### config.mk
export PLATFORM = sky130hd
export DESIGN_NAME = motion_centroid_roi_core
export DESIGN_NICKNAME = d
export VERILOG_FILES = /design/src/hdl/mcr_pkg.sv /design/src/hdl/mcr_csr.sv /design/src/hdl/mcr_ctrl.sv /design/src/hdl/mcr_datapath.sv /design/src/hdl/motion_centroid_roi_core.sv
export VERILOG_INCLUDE_DIRS = /design/src /design/src/hdl
export SDC_FILE = /design/constraint.sdc
export NUM_CORES = 1
export LEC_CHECK = 0
export BUFFER_PORTS_ARGS = -buffer_cell sky130_fd_sc_hd__buf_2
export CAP_MARGIN = 10
export CORE_MARGIN = 10
export CORE_UTILIZATION = 53
export CTS_CLUSTER_SIZE = 8
export DETAILED_ROUTE_END_ITERATION = 10
export HOLD_SLACK_MARGIN = 0.12
export PLACE_DENSITY_LB_ADDON = 0.2
export SKIP_LAST_GASP = 1
export SLEW_MARGIN = 40
export SYNTH_ARGS = -nofsm -noshare
export SYNTH_HDL_FRONTEND = slang
export SYNTH_SLANG_ARGS = --single-unit
### constraint.sdc
create_clock -name clock -period 3.9 [get_ports clock]
set_clock_uncertainty 0.1 [all_clocks]
set_input_delay 0.195 -clock clock [delete_from_list [all_inputs] [get_ports clock]]
set_output_delay 0.195 -clock clock [all_outputs]
set_load 0.02 [all_outputs]
### src/hdl/motion_centroid_roi_core_macros.svh
// ---------------------------------------------------------------------------
// Assertion macros for the moving-pixel centroid core
// Shared shorthand for clocked checks with synchronous reset disable.
// ---------------------------------------------------------------------------
`ifndef MOTION_CENTROID_ROI_CORE_MACROS_SVH
`define MOTION_CENTROID_ROI_CORE_MACROS_SVH

// same-cycle implication
`define MCR_ASSERT_IMP(lbl, clk, rst, ante, cons) \
   lbl: assert property (@(posedge clk) disable iff (rst) (ante) |-> (cons)) \
      else $error("same-cycle check failed");

// next-cycle implication
`define MCR_ASSERT_NXT(lbl, clk, rst, ante, cons) \
   lbl: assert property (@(posedge clk) disable iff (rst) (ante) |=> (cons)) \
      else $error("next-cycle check failed");

`endif

### src/hdl/mcr_pkg.sv
// ---------------------------------------------------------------------------
// mcr_pkg
// Types and fixed constants of the moving-pixel centroid core.
// ---------------------------------------------------------------------------
`default_nettype none

package mcr_pkg;

   // field widths
   localparam int PIX_W   = 8;
   localparam int COORD_W = 11;
   localparam int SUM_W   = 33;
   localparam int CNT_W   = 23;
   localparam int OUT_W   = 12;
   localparam int LEN_W   = 10;
   localparam int SIZE_W  = 12;

   // signed width for window arithmetic
   localparam int CALC_W = 14;

   // restoring divider: one quotient bit per step
   localparam int DIV_STEPS = SUM_W;
   localparam int DIV_CNT_W = $clog2(DIV_STEPS);

   // register port
   localparam int ADDR_W = 4;
   localparam int DATA_W = 32;

   // register reset values
   localparam logic [PIX_W-1:0]  THRESHOLD_RST = 8'd50;
   localparam logic [LEN_W-1:0]  HALF_SIZE_RST = 10'd30;
   localparam logic [SIZE_W-1:0] WIDTH_RST     = 12'd640;
   localparam logic [SIZE_W-1:0] HEIGHT_RST    = 12'd480;

   // marker for "no centroid" and "no window"
   localparam logic signed [OUT_W-1:0] NONE_VAL = -12'sd1;

   typedef enum logic [1:0] {
      REG_THRESHOLD = 2'd0,
      REG_HALF_SIZE = 2'd1,
      REG_WIDTH     = 2'd2,
      REG_HEIGHT    = 2'd3
   } reg_index_type;

   typedef struct packed {
      logic [PIX_W-1:0]  threshold;
      logic [LEN_W-1:0]  half_size;
      logic [SIZE_W-1:0] frame_width;
      logic [SIZE_W-1:0] frame_height;
   } cfg_type;

   typedef enum logic [2:0] {
      ST_ACCUM,
      ST_LOAD,
      ST_DIV,
      ST_WIN1,
      ST_WIN2,
      ST_OUT
   } state_type;

   typedef struct packed {
      logic acc_en;
      logic load;
      logic div_step;
      logic win_first;
      logic win_second;
      logic flush;
   } cmd_type;

   typedef struct packed {
      logic count_zero;
      logic div_last;
   } status_type;

endpackage

`default_nettype wire

### src/hdl/mcr_csr.sv
// ---------------------------------------------------------------------------
// mcr_csr
// Configuration registers behind the APB-style port.
// ---------------------------------------------------------------------------
`default_nettype none

module mcr_csr
   import mcr_pkg::*;
(
   input  wire logic              clock,
   input  wire logic              reset,
   input  wire logic              psel,
   input  wire logic              penable,
   input  wire logic              pwrite,
   input  wire logic [ADDR_W-1:0] paddr,
   input  wire logic [DATA_W-1:0] pwdata,
   output logic      [DATA_W-1:0] prdata,
   output logic                   pready,
   output cfg_type                cfg
);

   cfg_type       cfg_ff;
   cfg_type       cfg_in;
   reg_index_type sel;
   logic          wr_en;

   assign sel    = reg_index_type'(paddr[ADDR_W-1:2]);
   assign wr_en  = psel && penable && pwrite;
   assign pready = 1'b1;
   assign cfg    = cfg_ff;

   // decode write beat
   always_comb begin
      cfg_in = cfg_ff;
      if (wr_en) begin
         case (sel)
            REG_THRESHOLD: cfg_in.threshold    = pwdata[PIX_W-1:0];
            REG_HALF_SIZE: cfg_in.half_size    = pwdata[LEN_W-1:0];
            REG_WIDTH:     cfg_in.frame_width  = pwdata[SIZE_W-1:0];
            REG_HEIGHT:    cfg_in.frame_height = pwdata[SIZE_W-1:0];
            default:       cfg_in = cfg_ff;
         endcase
      end
   end

   always_ff @(posedge clock) begin
      if (reset) begin
         cfg_ff.threshold    <= THRESHOLD_RST;
         cfg_ff.half_size    <= HALF_SIZE_RST;
         cfg_ff.frame_width  <= WIDTH_RST;
         cfg_ff.frame_height <= HEIGHT_RST;
      end else begin
         cfg_ff <= cfg_in;
      end
   end

   // read back
   always_comb begin
      case (sel)
         REG_THRESHOLD: prdata = DATA_W'(cfg_ff.threshold);
         REG_HALF_SIZE: prdata = DATA_W'(cfg_ff.half_size);
         REG_WIDTH:     prdata = DATA_W'(cfg_ff.frame_width);
         REG_HEIGHT:    prdata = DATA_W'(cfg_ff.frame_height);
         default:       prdata = '0;
      endcase
   end

endmodule

`default_nettype wire

### src/hdl/mcr_ctrl.sv
// ---------------------------------------------------------------------------
// mcr_ctrl
// Sequencer: accumulate pixels, then divide (skipped when no pixel moved), form the window and report.
// ---------------------------------------------------------------------------
`default_nettype none

module mcr_ctrl
   import mcr_pkg::*;
(
   input  wire logic       clock,
   input  wire logic       reset,
   input  wire logic       start,
   input  wire logic       frame_end,
   input  wire status_type status,
   output cmd_type         cmd,
   output logic            busy,
   output logic            strobe
);

   state_type state_ff;
   state_type state_in;
   logic      accept;

   assign accept = start && (state_ff == ST_ACCUM);

   always_ff @(posedge clock) begin
      if (reset) begin
         state_ff <= ST_ACCUM;
      end else begin
         state_ff <= state_in;
      end
   end

   // next state and commands
   always_comb begin
      state_in = state_ff;
      cmd      = '0;
      busy     = 1'b1;
      strobe   = 1'b0;
      case (state_ff)
         ST_ACCUM: begin
            busy       = 1'b0;
            cmd.acc_en = accept;
            if (accept && frame_end) begin
               state_in = ST_LOAD;
            end
         end
         ST_LOAD: begin
            cmd.load = 1'b1;
            state_in = status.count_zero ? ST_WIN1 : ST_DIV;
         end
         ST_DIV: begin
            cmd.div_step = 1'b1;
            if (status.div_last) begin
               state_in = ST_WIN1;
            end
         end
         ST_WIN1: begin
            cmd.win_first = 1'b1;
            state_in      = ST_WIN2;
         end
         ST_WIN2: begin
            cmd.win_second = 1'b1;
            state_in       = ST_OUT;
         end
         ST_OUT: begin
            strobe    = 1'b1;
            cmd.flush = 1'b1;
            state_in  = ST_ACCUM;
         end
         default: begin
            state_in = ST_ACCUM;
         end
      endcase
   end

endmodule

`default_nettype wire

### src/hdl/mcr_datapath.sv
// ---------------------------------------------------------------------------
// mcr_datapath
// Saturating sums, serial centroid divider and window clipping.
// ---------------------------------------------------------------------------
`default_nettype none

module mcr_datapath
   import mcr_pkg::*;
#(
   parameter int MAX_WIDTH  = 2048,
   parameter int MAX_HEIGHT = 2048
)
(
   input  wire logic               clock,
   input  wire logic               reset,
   input  wire cmd_type            cmd,
   input  wire cfg_type            cfg,
   input  wire logic [PIX_W-1:0]   pixel,
   input  wire logic [COORD_W-1:0] column,
   input  wire logic [COORD_W-1:0] row,
   output status_type              status,
   output logic signed [OUT_W-1:0] centroid_x,
   output logic signed [OUT_W-1:0] centroid_y,
   output logic [SUM_W-1:0]        column_sum,
   output logic [SUM_W-1:0]        row_sum,
   output logic [CNT_W-1:0]        moving_count,
   output logic signed [OUT_W-1:0] window_x,
   output logic signed [OUT_W-1:0] window_y,
   output logic signed [OUT_W-1:0] window_w,
   output logic signed [OUT_W-1:0] window_h
);

   // accumulators
   logic [SUM_W-1:0] acc_col_ff, acc_col_in;
   logic [SUM_W-1:0] acc_row_ff, acc_row_in;
   logic [CNT_W-1:0] acc_cnt_ff, acc_cnt_in;
   logic [SUM_W:0]   col_sum, row_sum_ext;
   logic             hit;

   // divider
   logic [SUM_W-1:0]     dvd_x_ff, dvd_x_in;
   logic [SUM_W-1:0]     dvd_y_ff, dvd_y_in;
   logic [CNT_W-1:0]     rem_x_ff, rem_x_in;
   logic [CNT_W-1:0]     rem_y_ff, rem_y_in;
   logic [DIV_CNT_W-1:0] div_cnt_ff, div_cnt_in;
   logic [CNT_W:0]       sh_x, sh_y, df_x, df_y;

   // window
   logic signed [OUT_W-1:0]  cen_x_ff, cen_x_in, cen_y_ff, cen_y_in;
   logic signed [OUT_W-1:0]  win_x_ff, win_x_in, win_y_ff, win_y_in;
   logic signed [OUT_W-1:0]  win_w_ff, win_w_in, win_h_ff, win_h_in;
   logic                     win_on_ff, win_on_in;
   logic signed [CALC_W-1:0] len_s, len2_s, dx, dy, cx_left, cy_top;
   logic signed [CALC_W-1:0] wx_s, wy_s, end_x, end_y, cols_s, rows_s;
   logic signed [CALC_W-1:0] rest_x, rest_y, ww_s, wh_s;
   logic [SIZE_W-1:0]        cols, rows;

   // accumulate moving pixels, saturating at all ones
   assign hit         = pixel > cfg.threshold;
   assign col_sum     = {1'b0, acc_col_ff} + (SUM_W+1)'(column);
   assign row_sum_ext = {1'b0, acc_row_ff} + (SUM_W+1)'(row);

   always_comb begin
      acc_col_in = acc_col_ff;
      acc_row_in = acc_row_ff;
      acc_cnt_in = acc_cnt_ff;
      if (cmd.flush) begin
         acc_col_in = '0;
         acc_row_in = '0;
         acc_cnt_in = '0;
      end else if (cmd.acc_en && hit) begin
         acc_col_in = col_sum[SUM_W] ? '1 : col_sum[SUM_W-1:0];
         acc_row_in = row_sum_ext[SUM_W] ? '1 : row_sum_ext[SUM_W-1:0];
         acc_cnt_in = (acc_cnt_ff == '1) ? acc_cnt_ff : acc_cnt_ff + CNT_W'(1);
      end
   end

   always_ff @(posedge clock) begin
      if (reset) begin
         acc_col_ff <= '0;
         acc_row_ff <= '0;
         acc_cnt_ff <= '0;
      end else begin
         acc_col_ff <= acc_col_in;
         acc_row_ff <= acc_row_in;
         acc_cnt_ff <= acc_cnt_in;
      end
   end

   // restoring division, one quotient bit per step for both axes
   assign sh_x = {rem_x_ff, dvd_x_ff[SUM_W-1]};
   assign sh_y = {rem_y_ff, dvd_y_ff[SUM_W-1]};
   assign df_x = sh_x - {1'b0, acc_cnt_ff};
   assign df_y = sh_y - {1'b0, acc_cnt_ff};

   always_comb begin
      dvd_x_in   = dvd_x_ff;
      dvd_y_in   = dvd_y_ff;
      rem_x_in   = rem_x_ff;
      rem_y_in   = rem_y_ff;
      div_cnt_in = div_cnt_ff;
      if (cmd.load) begin
         dvd_x_in   = acc_col_ff;
         dvd_y_in   = acc_row_ff;
         rem_x_in   = '0;
         rem_y_in   = '0;
         div_cnt_in = '0;
      end else if (cmd.div_step) begin
         if (sh_x >= {1'b0, acc_cnt_ff}) begin
            rem_x_in = df_x[CNT_W-1:0];
            dvd_x_in = {dvd_x_ff[SUM_W-2:0], 1'b1};
         end else begin
            rem_x_in = sh_x[CNT_W-1:0];
            dvd_x_in = {dvd_x_ff[SUM_W-2:0], 1'b0};
         end
         if (sh_y >= {1'b0, acc_cnt_ff}) begin
            rem_y_in = df_y[CNT_W-1:0];
            dvd_y_in = {dvd_y_ff[SUM_W-2:0], 1'b1};
         end else begin
            rem_y_in = sh_y[CNT_W-1:0];
            dvd_y_in = {dvd_y_ff[SUM_W-2:0], 1'b0};
         end
         div_cnt_in = div_cnt_ff + DIV_CNT_W'(1);
      end
   end

   always_ff @(posedge clock) begin
      dvd_x_ff <= dvd_x_in;
      dvd_y_ff <= dvd_y_in;
      rem_x_ff <= rem_x_in;
      rem_y_ff <= rem_y_in;
   end

   always_ff @(posedge clock) begin
      if (reset) begin
         div_cnt_ff <= '0;
      end else begin
         div_cnt_ff <= div_cnt_in;
      end
   end

   assign status.count_zero = (acc_cnt_ff == '0);
   assign status.div_last   = (div_cnt_ff == DIV_CNT_W'(DIV_STEPS - 1));

   // frame size limited to the supported maximum
   assign cols = (32'(cfg.frame_width) > MAX_WIDTH) ? SIZE_W'(MAX_WIDTH) : cfg.frame_width;
   assign rows = (32'(cfg.frame_height) > MAX_HEIGHT) ? SIZE_W'(MAX_HEIGHT)
                                                      : cfg.frame_height;

   // first window step: centroid and clipped top-left corner
   assign len_s   = $signed({{(CALC_W-LEN_W){1'b0}}, cfg.half_size});
   assign len2_s  = len_s <<< 1;
   assign cx_left = $signed({{(CALC_W-COORD_W){1'b0}}, dvd_x_ff[COORD_W-1:0]});
   assign cy_top  = $signed({{(CALC_W-COORD_W){1'b0}}, dvd_y_ff[COORD_W-1:0]});
   assign dx      = cx_left - len_s;
   assign dy      = cy_top - len_s;

   // second window step: width and height cut at the frame edge
   assign wx_s   = $signed({{(CALC_W-COORD_W){1'b0}}, win_x_ff[COORD_W-1:0]});
   assign wy_s   = $signed({{(CALC_W-COORD_W){1'b0}}, win_y_ff[COORD_W-1:0]});
   assign cols_s = $signed({{(CALC_W-SIZE_W){1'b0}}, cols});
   assign rows_s = $signed({{(CALC_W-SIZE_W){1'b0}}, rows});
   assign end_x  = wx_s + len2_s;
   assign end_y  = wy_s + len2_s;
   assign rest_x = cols_s - wx_s;
   assign rest_y = rows_s - wy_s;
   assign ww_s   = (end_x > cols_s) ? ((rest_x < 0) ? '0 : rest_x) : len2_s;
   assign wh_s   = (end_y > rows_s) ? ((rest_y < 0) ? '0 : rest_y) : len2_s;

   always_comb begin
      cen_x_in  = cen_x_ff;
      cen_y_in  = cen_y_ff;
      win_x_in  = win_x_ff;
      win_y_in  = win_y_ff;
      win_w_in  = win_w_ff;
      win_h_in  = win_h_ff;
      win_on_in = win_on_ff;
      if (cmd.win_first) begin
         if (status.count_zero) begin
            cen_x_in = NONE_VAL;
            cen_y_in = NONE_VAL;
         end else begin
            cen_x_in = $signed({1'b0, dvd_x_ff[COORD_W-1:0]});
            cen_y_in = $signed({1'b0, dvd_y_ff[COORD_W-1:0]});
         end
         win_on_in = !status.count_zero && (dvd_x_ff[COORD_W-1:0] != '0);
         win_x_in  = (dx < 0) ? '0 : dx[OUT_W-1:0];
         win_y_in  = (dy < 0) ? '0 : dy[OUT_W-1:0];
      end else if (cmd.win_second) begin
         if (win_on_ff) begin
            win_w_in = ww_s[OUT_W-1:0];
            win_h_in = wh_s[OUT_W-1:0];
         end else begin
            win_x_in = NONE_VAL;
            win_y_in = NONE_VAL;
            win_w_in = NONE_VAL;
            win_h_in = NONE_VAL;
         end
      end
   end

   always_ff @(posedge clock) begin
      cen_x_ff  <= cen_x_in;
      cen_y_ff  <= cen_y_in;
      win_x_ff  <= win_x_in;
      win_y_ff  <= win_y_in;
      win_w_ff  <= win_w_in;
      win_h_ff  <= win_h_in;
      win_on_ff <= win_on_in;
   end

   assign centroid_x   = cen_x_ff;
   assign centroid_y   = cen_y_ff;
   assign column_sum   = acc_col_ff;
   assign row_sum      = acc_row_ff;
   assign moving_count = acc_cnt_ff;
   assign window_x     = win_x_ff;
   assign window_y     = win_y_ff;
   assign window_w     = win_w_ff;
   assign window_h     = win_h_ff;

endmodule

`default_nettype wire

### src/hdl/motion_centroid_roi_core.sv
// Takes one pixel per cycle while busy is low; pixels between frame ends never stall.
// The beat carrying frame_end raises busy; the result strobe follows the load state, the
// 33-step restoring divider and two window steps; the divider is skipped when no pixel moved.
// busy falls the cycle after the strobe.
// Synchronous reset loads register defaults, clears the sums and returns to idle.
// The result is shown for one cycle only; the receiver cannot stall it.
// ---------------------------------------------------------------------------
// motion_centroid_roi_core
// Centroid of thresholded difference pixels with a clipped square window.
// ---------------------------------------------------------------------------
`default_nettype none

`include "motion_centroid_roi_core_macros.svh"

module motion_centroid_roi_core
   import mcr_pkg::*;
#(
   parameter int MAX_WIDTH  = 2048,
   parameter int MAX_HEIGHT = 2048
)
(
   input  wire logic               clock,
   input  wire logic               reset,
   // command channel
   input  wire logic               start,
   output logic                    busy,
   input  wire logic [PIX_W-1:0]   req_pixel,
   input  wire logic [COORD_W-1:0] req_column,
   input  wire logic [COORD_W-1:0] req_row,
   input  wire logic               req_frame_end,
   // result channel
   output logic                    rsp_strobe,
   output logic signed [OUT_W-1:0] rsp_centroid_x,
   output logic signed [OUT_W-1:0] rsp_centroid_y,
   output logic [SUM_W-1:0]        rsp_column_sum,
   output logic [SUM_W-1:0]        rsp_row_sum,
   output logic [CNT_W-1:0]        rsp_moving_count,
   output logic signed [OUT_W-1:0] rsp_window_x,
   output logic signed [OUT_W-1:0] rsp_window_y,
   output logic signed [OUT_W-1:0] rsp_window_w,
   output logic signed [OUT_W-1:0] rsp_window_h,
   // configuration port
   input  wire logic               psel,
   input  wire logic               penable,
   input  wire logic               pwrite,
   input  wire logic [ADDR_W-1:0]  paddr,
   input  wire logic [DATA_W-1:0]  pwdata,
   output logic      [DATA_W-1:0]  prdata,
   output logic                    pready
);

   cfg_type    cfg;
   cmd_type    cmd;
   status_type status;

   mcr_csr u_csr (
      .clock   (clock),
      .reset   (reset),
      .psel    (psel),
      .penable (penable),
      .pwrite  (pwrite),
      .paddr   (paddr),
      .pwdata  (pwdata),
      .prdata  (prdata),
      .pready  (pready),
      .cfg     (cfg)
   );

   mcr_ctrl u_ctrl (
      .clock     (clock),
      .reset     (reset),
      .start     (start),
      .frame_end (req_frame_end),
      .status    (status),
      .cmd       (cmd),
      .busy      (busy),
      .strobe    (rsp_strobe)
   );

   mcr_datapath #(
      .MAX_WIDTH  (MAX_WIDTH),
      .MAX_HEIGHT (MAX_HEIGHT)
   ) u_datapath (
      .clock        (clock),
      .reset        (reset),
      .cmd          (cmd),
      .cfg          (cfg),
      .pixel        (req_pixel),
      .column       (req_column),
      .row          (req_row),
      .status       (status),
      .centroid_x   (rsp_centroid_x),
      .centroid_y   (rsp_centroid_y),
      .column_sum   (rsp_column_sum),
      .row_sum      (rsp_row_sum),
      .moving_count (rsp_moving_count),
      .window_x     (rsp_window_x),
      .window_y     (rsp_window_y),
      .window_w     (rsp_window_w),
      .window_h     (rsp_window_h)
   );

   // frame end beat locks out further pixels
   `MCR_ASSERT_NXT(a_end_sets_busy, clock, reset, start && !busy && req_frame_end, busy)
   // sums clear once the result beat is taken
   `MCR_ASSERT_NXT(a_flush_after_beat, clock, reset, rsp_strobe, rsp_moving_count == '0)
   // no moving pixel gives no centroid
   `MCR_ASSERT_IMP(a_empty_no_centroid, clock, reset, rsp_strobe && rsp_moving_count == '0,
      rsp_centroid_x == NONE_VAL && rsp_centroid_y == NONE_VAL)
   // window only when the centroid column is above zero
   `MCR_ASSERT_IMP(a_window_gated, clock, reset, rsp_strobe && rsp_centroid_x <= 12'sd0,
      rsp_window_x == NONE_VAL && rsp_window_w == NONE_VAL)

endmodule

`default_nettype wire

==> Implementation_results.wiki, run 1 <==
{| class="wikitable"
! Metric !! Value
|-
| Deepest level of the CTS H-tree || 2
|-
| Clock root buffer master || sky130_fd_sc_hd__clkbuf_16
|-
| Worst Reg-to-Reg Cells || 17
|-
| Number of pins with negative max-slew slack in the final report || 0
|-
| Most used DFF post-synth || sky130_fd_sc_hd__dfxtp_1
|-
| Count of pins on the block boundary || 269
|-
| Reg area || 0.00784 mm^2
|-
| Final Hold Viols || 0
|-
| Post-route worst setup slack || 169 ps
|-
| Post-detailed-route DRC marker count || 0
|-
| Detailed-route via count || 18.1k
|-
| Synthesized area || 0.0206 mm^2
|-
| Worst Path Required || 4170 ps
|-
| Worst-Skew Late Latency || 580 ps
|-
| Number of clock buffers inserted by TritonCTS || 46
|-
| GP Congestion || 0.948
|-
| Total congestion overflow after global routing || 0
|-
| Cell Rows || 72
|-
| Power density of the placed cells || 601 mW/mm^2
|-
| Status || finished, final reports clean
|-
| Wire length of the first global-routing pass || 97,500 um
|-
| Endpoint kind of the worst setup timing path || register
|-
| Lkg Pwr || 0.0100 uW
|-
| Largest net degree at the start of global routing || 48
|-
| Most used cell, CP || sky130_fd_sc_hd__a21oi_2
|-
| Die Y-Extent || 217 um
|-
| Initial antenna violation count || 1
|-
| CTS tree || done
|-
| Die Area || 0.0471 mm^2
|-
| Number of maximum-capacitance violations || 0
|-
| Mean instance size in the synthesized netlist || 9.28 um^2
|-
| Seq/Total Area, Yosys || 38.1%
|-
| Maximum clock path buffer count || 3
|-
| Number of synthesized flops with an enable pin || 137
|-
| Routed Antenna Nets || 0
|-
| Path type of the worst min-delay path || in2reg
|-
| Worst setup timing slack at the placement stage || -241 ps
|-
| Starting density of the core || 53.4%
|-
| Number of register bits inferred by synthesis || 323
|-
| Area used by multi-input combinational logic || 0.0119 mm^2
|-
| # nets final || 2,751
|-
| Share of post-route cells with drive strength above 1 || 20.3%
|-
| Final TNS setup || 0 ps
|-
| Post-route fraction of the period consumed by the critical path || 95.7%
|-
| Gate count after technology mapping || 2,219
|-
| Total wire length after detailed routing || 62,200 um
|-
| WL/cell || 20.4 um
|-
| Cells traversed along the worst timing path || ha_1 -> fa_2 -> a21oi_2 -> nor2_1 -> nor2_2 -> o21bai_1 -> a21oi_2 -> o21bai_1 -> a21oi_2 -> o21ai_0 -> ha_1 -> nand2_1 -> o21ai_4 -> o21a_1 -> o31ai_4 -> buf_12 -> o311ai_0
|-
| Number of global-route vias before repair || 18.0k
|-
| Maximum achievable frequency || 268 MHz
|-
| Area added between synthesis and finish || 17.9%
|-
| CP arrival || 4000 ps
|-
| Slowest stage delay, CP || 390 ps
|-
| Core Area || 0.0386 mm^2
|-
| Post-synthesis cell type count || 88
|-
| Actual slew at the worst max-slew pin || 839 ps
|-
| Slew Limit Headroom || 44.0%
|-
| Yosys warnings || 0
|-
| Number of inserted filler cells in the final layout || 3,324
|-
| Iteration-0 DRC count of the detailed router || 1,376
|-
| Startpoint class of the critical path || register
|-
| Critical setup path kind || reg2reg
|-
| Worst vdd ir || 412 uV
|-
| Die width || 217 um
|-
| Post-layout minimum cycle time || 3730 ps
|-
| Cell with the largest stage delay on the worst path || sky130_fd_sc_hd__edfxtp_1
|-
| GRT Util Overall || 25.6%
|-
| Routed via count divided by cell count || 5.93
|-
| Setup Viol. Count Final || 0
|-
| Fraction of registers with async set or reset after synthesis || 0%
|-
| Depth of the worst hold-timing path || 6
|-
| CTS clk-pin slew, worst paths || 50 ps
|-
| Number of buffer cells added on primary ports || 225
|-
| CTS sink count || 323
|-
| Largest fanout on the critical path || 21
|-
| Placed wire-length estimate || 46,900 um
|-
| Router iterations before antenna repair || 5
|}
cell usage after synthesis (8+ instances only):
cell type                  number  area (um^2)
sky130_fd_sc_hd__nand2_1      198          743
sky130_fd_sc_hd__a21oi_1      187          936
sky130_fd_sc_hd__dfxtp_1      186         3720
sky130_fd_sc_hd__ha_1         166         2080
sky130_fd_sc_hd__inv_1        164          616
sky130_fd_sc_hd__edfxtp_1     137         4110
sky130_fd_sc_hd__nor2_1       108          405
sky130_fd_sc_hd__o21ai_0       88          440
sky130_fd_sc_hd__xnor2_1       80          701
sky130_fd_sc_hd__clkbuf_1      66          248
sky130_fd_sc_hd__mux2_2        66          743
sky130_fd_sc_hd__nand3_1       55          275
sky130_fd_sc_hd__mux2i_1       38          380
sky130_fd_sc_hd__o21ai_1       38          190
sky130_fd_sc_hd__nor3_1        37          185
sky130_fd_sc_hd__or2_2         34          213
sky130_fd_sc_hd__xor2_1        34          298
sky130_fd_sc_hd__o21a_1        33          248
sky130_fd_sc_hd__a21o_1        30          225
sky130_fd_sc_hd__o211ai_1      29          218
sky130_fd_sc_hd__nand4_1       28          175
sky130_fd_sc_hd__buf_4         25          188
sky130_fd_sc_hd__nand2b_1      24          150
sky130_fd_sc_hd__or3_1         24          150
sky130_fd_sc_hd__a31oi_1       21          131
sky130_fd_sc_hd__and3_1        21          131
sky130_fd_sc_hd__nor2b_1       21          131
sky130_fd_sc_hd__nor4_1        20          125
sky130_fd_sc_hd__o21bai_1      20          150
sky130_fd_sc_hd__a32oi_1       18          158
sky130_fd_sc_hd__a211oi_1      17          128
sky130_fd_sc_hd__o31ai_1       15          113
sky130_fd_sc_hd__a211o_1       13          114
sky130_fd_sc_hd__buf_2         13         65.1
sky130_fd_sc_hd__o311ai_0      12          105
sky130_fd_sc_hd__and4_1        10         87.6
sky130_fd_sc_hd__fa_1          10          200
sky130_fd_sc_hd__mux4_2         8          180
sky130_fd_sc_hd__nand3b_1       8         60.1
cells by family after synthesis:
| kind of cell | Yosys count | share of synthesized area [%] |
|---|---|---|
| simple gates | 626 | 15.3 |
| compound gates | 591 | 18.7 |
| flops | 323 | 38.1 |
| buf+inv | 273 | 5.55 |
| fa+ha+maj | 176 | 11.1 |
| xor+xnor | 114 | 4.85 |
| mux | 114 | 6.44 |
| other cells | 2 | 0.0365 |
worst max-delay path: cells and delay by family, from the launching register on:
family,cells,cell delay (ps)
buffers and inverters,1,160
DFF,1,390
and+or+nand+nor,3,280
adders and majority gates,3,950
AOI/OAI and AO/OA,10,1650
per-layer routing:
metal	global-route usage, %	share of wire [%]	up-vias
li1	-	-	8641
met1	30.7	41	8749
met2	43.6	48	600
met3	4.49	6.1	121
met4	12.3	4.4	0
met5	0	0	-
metrics by stage:
step | hold WS [ps] | total power (uW) | utilization [%] | cells | instance area [um^2]
6_report | 148 | 14600 | 63.0 | 3052 | 24300
5_1_grt | 181 | 15500 | 63.0 | 3051 | 24300
4_1_cts | 125 | 14600 | 62.6 | 3047 | 24100
3_5_place_dp | 351 | 10800 | 58.3 | 2937 | 22500
3_3_place_gp | 347 | 10600 | 58.2 | 2935 | 22400
2_1_floorplan | 213 | 9240 | - | 2238 | 20700
where the power goes:
group / leakage, uW / internal, uW / switching, uW / total (uW)
Clock: 0.000624 / 2200 / 1500 / 3710
Sequential: 0.00274 / 4180 / 373 / 4550
Combinational: 0.00667 / 2760 / 3580 / 6340
Total: 0.0100 / 9140 / 5460 / 14600
layout by cell type (no fill, tap or decap), drive strengths merged, types with 31 or more instances in the layout:
cell and count:
ha 166, dfxtp 186, o21a 34, edfxtp 137, a21oi 189, nor2 110
nand3 57, inv 167, o21ai 126, clkbuf 76, mux2i 38, dlygate4sd3 31
nor3 39, buf 293, xnor2 80, mux2 68, or2 36, xor2 34
nand2 198
area by class of cell:
cell class                 instances  area share, %
timing repair buffer             324           8.17
clock inverter                     3          0.139
multi-input combinational       1642           48.9
antenna                            1         0.0103
clock buffer                      76           5.25
inverter                         165           2.55
sequential                       323           32.3
tap                              518           2.67
path summary, 6_finish.rpt:
path	startpoint	end	slack, ps
max reg2reg	u_datapath.window_y[1]	u_datapath.window_h[2]	170
max	u_datapath.window_y[1]	u_datapath.window_h[2]	170
min	req_row[4]	u_datapath.row_sum[4]	150
min reg2reg	u_datapath.rem_y_ff[2]	u_datapath.rem_y_ff[2]	370
state kept, by name, summed over array words and instances, names as in the netlist, 23 cells and up:
| name | count |
|---|---|
| u_datapath.rem_x_ff | 23 |
| u_datapath.row_sum | 33 |
| u_csr.cfg | 42 |
| u_datapath.moving_count | 23 |
| u_datapath.column_sum | 33 |
| u_datapath.dvd_x_ff | 33 |
| u_datapath.rem_y_ff | 23 |
| u_datapath.dvd_y_ff | 33 |
timing repair:
action                     CTS  global route
buffers inserted             0             3
hold endpoints to repair    59             0
hold buffers                31             0
gates resized for setup     12            31
pin swaps                    1            15
setup endpoints to repair   23            23
Note: power is estimated with default switching activity, not from simulation.
==> inputs of run 2 (changes only) <==
--- a/config.mk
+++ b/config.mk
@@ -13,7 +13,7 @@
 export CTS_CLUSTER_SIZE = 8
 export DETAILED_ROUTE_END_ITERATION = 10
 export HOLD_SLACK_MARGIN = 0.12
-export PLACE_DENSITY_LB_ADDON = 0.2
+export PLACE_DENSITY = 0.89
 export SKIP_LAST_GASP = 1
 export SLEW_MARGIN = 40
 export SYNTH_ARGS = -nofsm -noshare
==> run 2 against run 1 <==
Largest cell class unchanged. Critical path type unchanged. Wire length rose by 1.4%. Register-to-register slack got worse by 40 ps. Total power rose by 0.87%. Final cell count fell by 0.16%. Worst setup slack got worse by 40 ps. Clock power rose by 2%. Critical endpoint is now u_datapath.window_w[10]. Critical path depth rose by 1. Sequential power barely moved.
==> Implementation_results.wiki, run 2 (synthesized netlist as in run 1, its figures left out) <==
{| class="wikitable"
! Metric !! Value
|-
| Post-detailed-route DRC marker count || 0 (unchanged)
|-
| Endpoint kind of the worst setup timing path || register
|-
| Cells traversed along the worst timing path || ha_2 -> fa_2 -> a21oi_2 -> nor2_1 -> nor2_1 -> o21bai_1 -> a21oi_2 -> o21bai_1 -> a21oi_2 -> o21ai_1 -> ha_1 -> buf_4 -> o21ai_1 -> a221oi_4 -> o31ai_4 -> buf_4 -> nand2_1 -> o311ai_2
|-
| Most common cell after layout, fill and taps aside || sky130_fd_sc_hd__buf_2
|-
| Worst-Skew Late Latency || 600 ps (+20 ps)
|-
| Clock root buffer master || sky130_fd_sc_hd__clkbuf_16
|-
| Path type of the worst min-delay path || in2reg
|-
| Sequential fraction of design power || 31.0% (-0.2 points)
|-
| CP arrival || 3950 ps (-50 ps)
|-
| CTS sink count || 323 (unchanged)
|-
| WL/cell || 20.7 um (+1.5%)
|-
| Most used cell, CP || sky130_fd_sc_hd__a21oi_2
|-
| Total congestion overflow after global routing || 0 (unchanged)
|-
| Worst Path Required || 4080 ps (-90 ps)
|-
| Number of buffer cells added on primary ports || 225 (unchanged)
|-
| Area added between synthesis and finish || 18.1%
|-
| Worst setup timing slack at the placement stage || -219 ps (+22.7 ps)
|-
| Starting density of the core || 53.4% (unchanged)
|-
| Wire length of the first global-routing pass || 97,000 um (-0.55%)
|-
| Router iterations before antenna repair || 6 (+1)
|-
| Routed Antenna Nets || 0 (unchanged)
|-
| Largest fanout on the critical path || 8 (-62%)
|-
| CTS tree || done
|-
| Relative contribution of the clock network to total power || 25.8% (+0.4 points)
|-
| CTS clk-pin slew, worst paths || 60 ps (about the same)
|-
| Slowest stage delay, CP || 390 ps (about the same)
|-
| Gate power share || 43.2% (-0.2 points)
|-
| Commonest non-fill, non-tap cells in the layout || sky130_fd_sc_hd__buf_2, sky130_fd_sc_hd__nand2_1, sky130_fd_sc_hd__dfxtp_1, sky130_fd_sc_hd__a21oi_1, sky130_fd_sc_hd__ha_1
|-
| Lkg Pwr || 0.0101 uW (+0.23%)
|-
| Number of global-route vias before repair || 18.1k (+0.75%)
|-
| Die Area || 0.0471 mm^2 (unchanged)
|-
| Largest net degree at the start of global routing || 71 (+48%)
|-
| Number of clock buffers inserted by TritonCTS || 46 (unchanged)
|-
| Cell Rows || 72 (unchanged)
|-
| Worst vdd ir || 456 uV (+11%)
|-
| Total wire length after detailed routing || 63,000 um (+1.4%)
|-
| Number of antenna diodes || 0 (-1)
|-
| Max FFs per register || 42 (unchanged)
|-
| Post-route fraction of the period consumed by the critical path || 96.7% (+1.0 points)
|-
| Share of post-route cells with drive strength above 1 || 20.4% (+0.072 points)
|-
| GP Congestion || 0.956 (+0.82%)
|-
| Number of maximum-capacitance violations || 0 (unchanged)
|-
| Count of pins on the block boundary || 269 (unchanged)
|-
| Core Area || 0.0386 mm^2 (unchanged)
|-
| Initial antenna violation count || 1 (unchanged)
|-
| Maximum achievable frequency || 265 MHz (-1.1%)
|-
| Switching power || 5550 uW (+1.7%)
|-
| Power density of the placed cells || 605 mW/mm^2 (+0.71%)
|-
| Routed via count divided by cell count || 6.09 (+2.7%)
|-
| Critical setup path kind || reg2reg
|-
| Detailed-route via count || 18.6k (+2.5%)
|-
| Final TNS setup || 0 ps (unchanged)
|-
| Die Y-Extent || 217 um (unchanged)
|-
| Cell with the largest stage delay on the worst path || sky130_fd_sc_hd__edfxtp_1
|-
| Die width || 217 um (unchanged)
|-
| # nets final || 2,749 (-0.073%)
|-
| Startpoint class of the critical path || register
|-
| Internal portion of total power || 9180 uW (+0.39%)
|-
| Setup Viol. Count Final || 0 (unchanged)
|-
| Placed wire-length estimate || 46,700 um (-0.43%)
|-
| GRT Util Overall || 25.4% (-0.19 points)
|-
| Deepest level of the CTS H-tree || 2 (unchanged)
|-
| Slew Limit Headroom || 48.8% (+4.8 points)
|-
| Status || finished, final reports clean
|-
| Maximum clock path buffer count || 3 (unchanged)
|-
| Post-layout minimum cycle time || 3770 ps (+40.5 ps)
|-
| Number of pins with negative max-slew slack in the final report || 0 (unchanged)
|-
| Final Hold Viols || 0 (unchanged)
|-
| Actual slew at the worst max-slew pin || 767 ps (-71.6 ps)
|-
| Fraction of power spent switching nets || 37.7% (+0.30 points)
|-
| Post-route worst setup slack || 129 ps (-40.5 ps)
|-
| Iteration-0 DRC count of the detailed router || 1,823 (+32%)
|}
==> run 2: cell types whose count changed in the layout (fill, tap and decap cells not counted), sizes merged <==
cell | previous run | this run
buf | 293 | 290
clkbuf | 76 | 75
diode | 1 | 0
==> run 2: what timing repair did <==
| item | 4_1_cts | 5_1_grt |
|---|---|---|
| pin swaps | 2 | 15 |
| hold endpoints to repair | 59 | 0 |
| endpoints found under the setup margin | 21 | 23 |
| cloned | 0 | 2 |
| setup buffers | 0 | 7 |
| resized for setup | 6 | 40 |
| hold buffers | 31 | 0 |
==> run 2: power groups by stage <==
stage / clock [uW] / combinational, uW / sequential, uW
after floorplan: 0 / 4690 / 4550
after global routing: 3970 / 6960 / 4610
after CTS: 3830 / 6190 / 4550
after detailed placement: 0 / 6100 / 4610
final: 3800 / 6360 / 4560
after global placement: 0 / 5890 / 4590
==> run 2: final timing paths <==
path	to	slack [ps]	start	depth (start not counted)
worst min register to register	u_datapath.rem_y_ff[2]	370	u_datapath.rem_y_ff[2]	2
worst max-delay path	u_datapath.window_w[10]	130	u_datapath.window_x[1]	18
worst min-delay path	u_datapath.column_sum[10]	150	req_column[9]	5
worst max register to register	u_datapath.window_w[10]	130	u_datapath.window_x[1]	18
==> run 2: metal layers <==
layer  share of wire, %  GRT usage, %  up-vias
met1                 39          31.1     8888
li1                   -             -     8635
met4                4.0          11.1        2
met2                 48          42.6      891
met3                9.2          5.10      152
met5              0.019             0        -
==> run 2: cell type report <==
cell class              count  area, um^2
clock buffers              74        1280
clock inverters             3        70.1
fillers                  3072       14200
inverters                 165         622
multi-input cells        1642       11900
flip-flops and latches    323        7840
well taps                 518         648
repair buffers            322        1980
==> run 2: worst max-delay path: cells and delay by family, from the launching register on <==
kind | cells | cell delay [ps]
flip-flops | 1 | 390
adder cells (fa/ha/maj) | 3 | 910
buffers and inverters | 2 | 300
AO/OA/AOI/OAI | 10 | 1490
AND/OR/NAND/NOR | 3 | 290
==> run 2: metrics by stage <==
stage	utilization, %	total power (uW)	instances	area [um^2]	hold WS [ps]
2_1_floorplan	-	9240	2238	20700	213
3_3_place_gp	58.0	10500	2928	22400	353
3_5_place_dp	58.1	10700	2929	22400	359
4_1_cts	62.4	14600	3037	24100	127
5_1_grt	63.1	15500	3047	24300	172
6_report	63.1	14700	3047	24300	149
